--- config.mk ---
export PLATFORM = sky130hd
export DESIGN_NAME = itsp_isqrt
export DESIGN_NICKNAME = d
export VERILOG_FILES = /design/src/rtl/itsp_pkg.sv /design/src/rtl/itsp_isqrt.sv
export SDC_FILE = /design/constraint.sdc
export NUM_CORES = 1
export LEC_CHECK = 0
export BUFFER_PORTS_ARGS = -buffer_cell sky130_fd_sc_hd__buf_2
export CORE_MARGIN = 1.5
export CORE_UTILIZATION = 40
export DETAILED_ROUTE_END_ITERATION = 6
export PLACE_DENSITY = 0.57
export SYNTH_ARGS = -nofsm -noshare
export SYNTH_HDL_FRONTEND = slang
export SYNTH_SLANG_ARGS = --single-unit
--- constraint.sdc ---
create_clock -name clk -period 10.9 [get_ports clk]
set_input_delay 2.18 -clock clk [delete_from_list [all_inputs] [get_ports clk]]
set_output_delay 2.18 -clock clk [all_outputs]
set_load 0.02 [all_outputs]
--- src/rtl/itsp_pkg.sv ---
// Shared types and constants for the IMU tilt and scale publisher.
// No dependencies; used by every module under rtl/.
package itsp_pkg;

  localparam int ANGLE_ITERATIONS = 16;
  localparam int ATAN_ENTRIES     = 24;
  localparam int CORDIC_STAGES    =
    (ANGLE_ITERATIONS < ATAN_ENTRIES) ? ANGLE_ITERATIONS : ATAN_ENTRIES;

  localparam int X_W     = 24;  // CORDIC x/y datapath
  localparam int Z_W     = 26;  // angle accumulator, 2^-16 degree
  localparam int ANGLE_W = 18;  // angle in 1/256 degree before clamping
  localparam int SHIFT_W = 5;
  localparam int ATAN_W  = 22;

  localparam logic [ATAN_W-1:0] ATAN_TAB [ATAN_ENTRIES] = '{
    22'd2949120, 22'd1740967, 22'd919879, 22'd466945, 22'd234379, 22'd117304,
    22'd58666, 22'd29335, 22'd14668, 22'd7334, 22'd3667, 22'd1833,
    22'd917, 22'd458, 22'd229, 22'd115, 22'd57, 22'd29,
    22'd14, 22'd7, 22'd4, 22'd2, 22'd1, 22'd0
  };

  localparam logic signed [Z_W-1:0] Z_PLUS_90  = 26'sd5898240;
  localparam logic signed [Z_W-1:0] Z_MINUS_90 = -26'sd5898240;
  localparam logic signed [ANGLE_W-1:0] ANG_180 = 18'sd46080;
  localparam logic signed [ANGLE_W-1:0] ANG_90  = 18'sd23040;

  // Square root of (ax^2 + az^2) * 256
  localparam int RAD_W      = 40;
  localparam int ROOT_W     = 20;
  localparam int SQRT_STEPS = 20;
  localparam int SQRT_CNT_W = 5;

  // floor(n / 131) = (n * GYRO_RECIP) >> 32 for n < 2^24
  localparam logic [24:0] GYRO_RECIP = 25'd32786010;
  localparam logic [23:0] GYRO_HALF  = 24'd65;
  // floor(n / 34000) = (n * TEMP_RECIP) >> 47 for n < 2^31
  localparam logic [31:0] TEMP_RECIP  = 32'd4139337893;
  localparam logic [30:0] TEMP_HALF   = 31'd17000;
  localparam logic signed [31:0] TEMP_SCALE  = 32'sd25600;
  localparam logic signed [31:0] TEMP_OFFSET = 32'sd317957120;

  localparam logic [9:0] PERIOD_BASE_MS    = 10'd1000;
  localparam logic [9:0] PERIOD_DEFAULT_MS = 10'd10;
  localparam logic [9:0] RATE_RESET_HZ     = 10'd100;
  localparam int PDIV_CNT_W = 4;

  localparam logic CFG_ENABLE = 1'b0;
  localparam logic CFG_RATE   = 1'b1;

  typedef struct packed {
    logic signed [X_W-1:0]     x;
    logic signed [X_W-1:0]     y;
    logic signed [Z_W-1:0]     z;
    logic                      spec;
    logic signed [ANGLE_W-1:0] spec_val;
  } cordic_stage_t;

endpackage

--- src/rtl/itsp_isqrt.sv ---
// Integer square root, two radicand bits per cycle.
// Depends on itsp_pkg.
module itsp_isqrt (
  input  logic                          clk,
  input  logic                          rst,
  input  logic                          start,
  input  logic [itsp_pkg::RAD_W-1:0]    radicand,
  output logic                          done,
  output logic [itsp_pkg::ROOT_W-1:0]   root
);

  logic [itsp_pkg::RAD_W-1:0]      rem;
  logic [itsp_pkg::RAD_W-1:0]      res;
  logic [itsp_pkg::RAD_W-1:0]      bitv;
  logic [itsp_pkg::SQRT_CNT_W-1:0] cnt;
  logic                            busy;
  logic [itsp_pkg::RAD_W-1:0]      trial;

  assign trial = res + bitv;
  assign root  = res[itsp_pkg::ROOT_W-1:0];

  always_ff @(posedge clk) begin
    if (rst) begin
      busy <= 1'b0;
      done <= 1'b0;
      cnt  <= '0;
    end else begin
      done <= 1'b0;
      if (start) begin
        busy <= 1'b1;
        cnt  <= itsp_pkg::SQRT_CNT_W'(itsp_pkg::SQRT_STEPS - 1);
      end else if (busy) begin
        cnt <= cnt - 1'b1;
        if (cnt == 0) begin
          busy <= 1'b0;
          done <= 1'b1;
        end
      end
    end
  end

  always_ff @(posedge clk) begin
    if (start) begin
      rem  <= radicand;
      res  <= '0;
      bitv <= itsp_pkg::RAD_W'(1) << (itsp_pkg::RAD_W - 2);
    end else if (busy) begin
      if (rem >= trial) begin
        rem <= rem - trial;
        res <= (res >> 1) + bitv;
      end else begin
        res <= res >> 1;
      end
      bitv <= bitv >> 2;
    end
  end

endmodule

==> flow_summary.html <==
<table>
<tr><th>Metric</th><th>Value</th></tr>
<tr><th colspan="2">Yosys</th></tr>
<tr><td>Synth Flop Type</td><td>sky130_fd_sc_hd__dfxtp_1</td></tr>
<tr><td>Net Count, Synth</td><td>1273</td></tr>
<tr><td>Post-synthesis sequential area ratio</td><td>0.276</td></tr>
<tr><td>Register bit count reported by yosys</td><td>between 100 and 150</td></tr>
<tr><td>Number of warning messages in the yosys log</td><td>0</td></tr>
<tr><td>Netlist area before placement</td><td>slightly above 0.009 mm2</td></tr>
<tr><td>Number of different library cells in the post-synthesis netlist</td><td>63</td></tr>
<tr><td>Fraction of registers with async set or reset after synthesis</td><td>0</td></tr>
<tr><td>Synth Instances</td><td>about 1100</td></tr>
<tr><td>Number of enable flip-flop cells after synthesis</td><td>40</td></tr>
<tr><td>Synthesized area per cell</td><td>between 8 and 9 um2</td></tr>
<tr><th colspan="2">Setup path</th></tr>
<tr><td>CP top delay family</td><td>simple AND/OR/NAND/NOR gates</td></tr>
<tr><td>Number of cells on the critical path</td><td>16</td></tr>
<tr><td>Top fanout value on the critical path</td><td>40</td></tr>
<tr><td>Critical R2R Capture</td><td>rem[18]$_DFFE_PP_</td></tr>
<tr><td>Endpoint of the worst setup timing path</td><td>rem[18]$_DFFE_PP_</td></tr>
<tr><td>Worst setup startpoint</td><td>res[6]$_SDFFE_PP0P_</td></tr>
<tr><td>R2r setup slk</td><td>~5 ns</td></tr>
<tr><td>Data arrival time of the critical path</td><td>a little under 6 ns</td></tr>
<tr><td>Element type at the critical path end</td><td>flop</td></tr>
<tr><td>RR Startpoint</td><td>res[6]$_SDFFE_PP0P_</td></tr>
<tr><td>Ordered list of cells on the worst path</td><td>ha_1, a21oi_1, a211oi_1, a21oi_1, o31ai_1, a31oi_1, xor2_1, ha_1, and4_1, nand4_1, or4_1, a211o_1, nand2_1, buf_4, nand2_1, nand2_2</td></tr>
<tr><td>Crit-path max cell delay</td><td>roughly 0.79 ns</td></tr>
<tr><td>Crit path buffers/inverters</td><td>1</td></tr>
<tr><td>Req. time, crit path</td><td>about 11 ns</td></tr>
<tr><td>Critical path's slowest cell</td><td>sky130_fd_sc_hd__nand2_2</td></tr>
<tr><td>Crit start category</td><td>flop</td></tr>
<tr><td>FF-to-FF path depth</td><td>16</td></tr>
<tr><td>Start-to-end type of the worst setup path</td><td>flop to flop</td></tr>
<tr><th colspan="2">Global route</th></tr>
<tr><td>Number of global-route vias before repair</td><td>~7700</td></tr>
<tr><td>Remaining Overflow, GRT</td><td>0</td></tr>
<tr><td>Maximum number of pins on one net before global-route repair</td><td>slightly above 80</td></tr>
<tr><td>First-pass GRT wire length</td><td>roughly 40000 um</td></tr>
<tr><td>Total routing resource utilization after global routing</td><td>0.207</td></tr>
<tr><td>Initial antenna violation count</td><td>0</td></tr>
<tr><th colspan="2">CTS</th></tr>
<tr><td>Hold-fix buffers at CTS</td><td>0</td></tr>
<tr><td>Clock Tree Root</td><td>sky130_fd_sc_hd__clkbuf_16</td></tr>
<tr><td>Post-CTS setup buffers</td><td>0</td></tr>
<tr><td>CTS tree</td><td>built</td></tr>
<tr><td>Worst-case clock buffer depth</td><td>2</td></tr>
<tr><td>Clock buffers created by TritonCTS</td><td>9</td></tr>
<tr><td>Resized Gates After CTS</td><td>0</td></tr>
<tr><td>Total number of H-tree levels</td><td>3</td></tr>
<tr><td>Clock Latency Late Sink</td><td>0.37 ns</td></tr>
<tr><td>Sinks on the clock net</td><td>~110</td></tr>
<tr><td>Register clock-pin slew on the reported worst setup and hold paths</td><td>roughly 0.09 ns</td></tr>
<tr><th colspan="2">Power</th></tr>
<tr><td>Static leakage</td><td>0.00381 uW</td></tr>
<tr><td>Maximum vdd ir drop</td><td>roughly 0.12 mV</td></tr>
<tr><td>Power density of the placed cells</td><td>approximately 230 mW/mm2</td></tr>
<tr><th colspan="2">Placed design</th></tr>
<tr><td>Total instance count after detailed placement</td><td>between 1000 and 1500</td></tr>
<tr><td>Count of input and output buffers</td><td>63</td></tr>
<tr><td>DP HPWL</td><td>approximately 18000 um</td></tr>
<tr><td>Routability-driven placement congestion ratio</td><td>about 0.90</td></tr>
<tr><th colspan="2">Final layout</th></tr>
<tr><td>Proportion of layout cells with a drive suffix above 1</td><td>0.0864</td></tr>
<tr><td>Diode count</td><td>0</td></tr>
<tr><td>Total number of nets in the final design</td><td>~1300</td></tr>
<tr><td>Commonest cells after routing, fill and taps aside</td><td>131 x sky130_fd_sc_hd__nand2_1, 124 x sky130_fd_sc_hd__nor2_1, 84 x sky130_fd_sc_hd__ha_1</td></tr>
<tr><td>Post-route non-filler standard cell count</td><td>around 1400</td></tr>
<tr><td>Layout fillers</td><td>approximately 2300</td></tr>
<tr><td>Most common cell after layout, fill and taps aside</td><td>sky130_fd_sc_hd__nand2_1</td></tr>
<tr><td>Area Growth Syn to Fin</td><td>6.80%</td></tr>
<tr><th colspan="2">Timing</th></tr>
<tr><td>Number of setup violations in the final report</td><td>0</td></tr>
<tr><td>Period Utilization, post-route</td><td>0.548</td></tr>
<tr><td>Setup TNS</td><td>0 ns</td></tr>
<tr><td>Max-slew violation count</td><td>0</td></tr>
<tr><td>Setup repair after global routing missed its margin</td><td>false</td></tr>
<tr><td>Max Clk Rate</td><td>about 170 MHz</td></tr>
<tr><td>Max-slew headroom at the worst pin</td><td>0.312</td></tr>
<tr><td>Slew at the pin closest to its max-slew limit</td><td>about 1.0 ns</td></tr>
<tr><td>Clock period minus final worst setup slack</td><td>between 5 and 6 ns</td></tr>
<tr><td>Final Hold Viols</td><td>0</td></tr>
<tr><td>Worst clock skew</td><td>between 0.01 and 0.015 ns</td></tr>
<tr><th colspan="2">Floorplan</th></tr>
<tr><td>FP Rows</td><td>55</td></tr>
<tr><td>Area of the core region</td><td>around 0.023 mm2</td></tr>
<tr><td>Die span in x</td><td>about 150 um</td></tr>
<tr><td>Starting density of the core</td><td>0.407</td></tr>
<tr><td>Die span in y</td><td>155 um</td></tr>
<tr><td>Area of the die</td><td>0.0240 mm2</td></tr>
<tr><td>I/O pin total</td><td>64</td></tr>
<tr><th colspan="2">Route</th></tr>
<tr><td>DRC violation count after routing</td><td>0</td></tr>
<tr><td>WL final</td><td>around 24000 um</td></tr>
<tr><td>Average wire length per cell after detail routing</td><td>roughly 17 um</td></tr>
<tr><td>Total via count in the routed design</td><td>slightly above 8000</td></tr>
<tr><td>Detailed router's first-iteration violation count</td><td>510</td></tr>
<tr><td>DR vias/cell</td><td>about 5.7</td></tr>
<tr><td>Drt first pass iters</td><td>5</td></tr>
<tr><td>Post-route antenna net violation count</td><td>0</td></tr>
<tr><th colspan="2">Worst hold path</th></tr>
<tr><td>Tightest Hold Check Type</td><td>flop to flop</td></tr>
<tr><th colspan="2">Status</th></tr>
<tr><td>Run status</td><td>finished, final reports clean</td></tr>
<tr><th colspan="2">Run</th></tr>
<tr><td>Maximum capacitance violations</td><td>0</td></tr>
</table>
kinds of logic (layout without fill, tap and decap cells):
kind of cell | after synthesis | after routing | synth area share
simple gates | 368 | 368 | 0.177
compound gates | 359 | 359 | 0.256
buf+inv | 100 | 101 | 0.0509
flops | 107 | 107 | 0.276
fa+ha+maj | 85 | 85 | 0.116
mux | 26 | 26 | 0.0285
xor+xnor | 100 | 100 | 0.0950
state kept, by name, indices dropped and copies added (netlist names):
| name | cells |
|---|---|
| done | 1 |
| busy | 1 |
| cnt | 5 |
| rem | 40 |
| bitv | 20 |
| res | 40 |
stage by stage:
| step | worst slack, ns | total power [uW] | util | hold WS (ns) | cell area [um2] |
|---|---|---|---|---|---|
| 6_report | 4.93 | 2290 | 0.435 | 0.511 | 9850 |
| 5_1_grt | 4.32 | 2470 | 0.435 | 0.560 | 9850 |
| 4_1_cts | 4.88 | 2290 | 0.435 | 0.516 | 9850 |
| 3_5_place_dp | 4.91 | 1920 | 0.421 | 0.502 | 9530 |
| 3_3_place_gp | 5.04 | 1920 | 0.421 | 0.494 | 9530 |
| 2_1_floorplan | 5.60 | 1640 | - | 0.478 | 9220 |
power breakdown:
part           switching, uW  total [uW]  internal, uW
clock network            172         359           187
registers               80.3         622           542
logic                    784        1300           519
total                   1040        2290          1250
final cells by class:
cell class              count  area, um2  area share
clock inverters             4       35.0     0.00356
flip-flops and latches    107       2550       0.259
well taps                 285        357      0.0362
inverters                  17       63.8     0.00648
clock buffers              12        279      0.0283
repair buffers             68        355      0.0361
multi-input cells         938       6210       0.631
cells in the mapped netlist (all sizes together) (18+ instances only):
master	n	area [um2]
clkbuf	54	203
o21ai	82	410
nor2	124	465
o21a	18	135
edfxtp	40	1200
buf	29	203
mux2i	24	240
a31oi	48	300
nand2	132	495
xor2	50	438
dfxtp	67	1340
xnor2	50	438
nand3	27	135
a211oi	33	248
ha	84	1050
a21o	32	240
a21oi	59	295
how the worst min path moves through the flow:
stage	start	end	slack, ns	depth (start not counted)
after floorplan	res[0]$_SDFFE_PP0P_	res[0]$_SDFFE_PP0P_	0.48	2
after global placement	res[0]$_SDFFE_PP0P_	res[0]$_SDFFE_PP0P_	0.49	2
after detailed placement	res[0]$_SDFFE_PP0P_	res[0]$_SDFFE_PP0P_	0.50	2
after CTS	res[0]$_SDFFE_PP0P_	res[0]$_SDFFE_PP0P_	0.52	2
after global routing	res[0]$_SDFFE_PP0P_	res[0]$_SDFFE_PP0P_	0.56	2
final	res[0]$_SDFFE_PP0P_	res[0]$_SDFFE_PP0P_	0.51	2
worst reg2reg max path: cells and delay by family, from the launching register on:
kind / cells / cell delay (ns)
buffers and inverters: 1 / 0.35
xor gates and xnor gates: 1 / 0.18
DFF: 1 / 0.39
and+or+nand+nor: 6 / 1.94
AOI/OAI and AO/OA: 6 / 1.90
adders and majority gates: 2 / 0.80
per-layer routing:
| layer | part of all wire | up-vias | global-route usage |
|---|---|---|---|
| met3 | 0.041 | 20 | 0.0364 |
| met1 | 0.47 | 3813 | 0.273 |
| met4 | 0.013 | 0 | 0.0485 |
| li1 | - | 4213 | - |
| met5 | 0 | - | 0 |
| met2 | 0.47 | 151 | 0.352 |
Power figures use the tool's default switching activity.
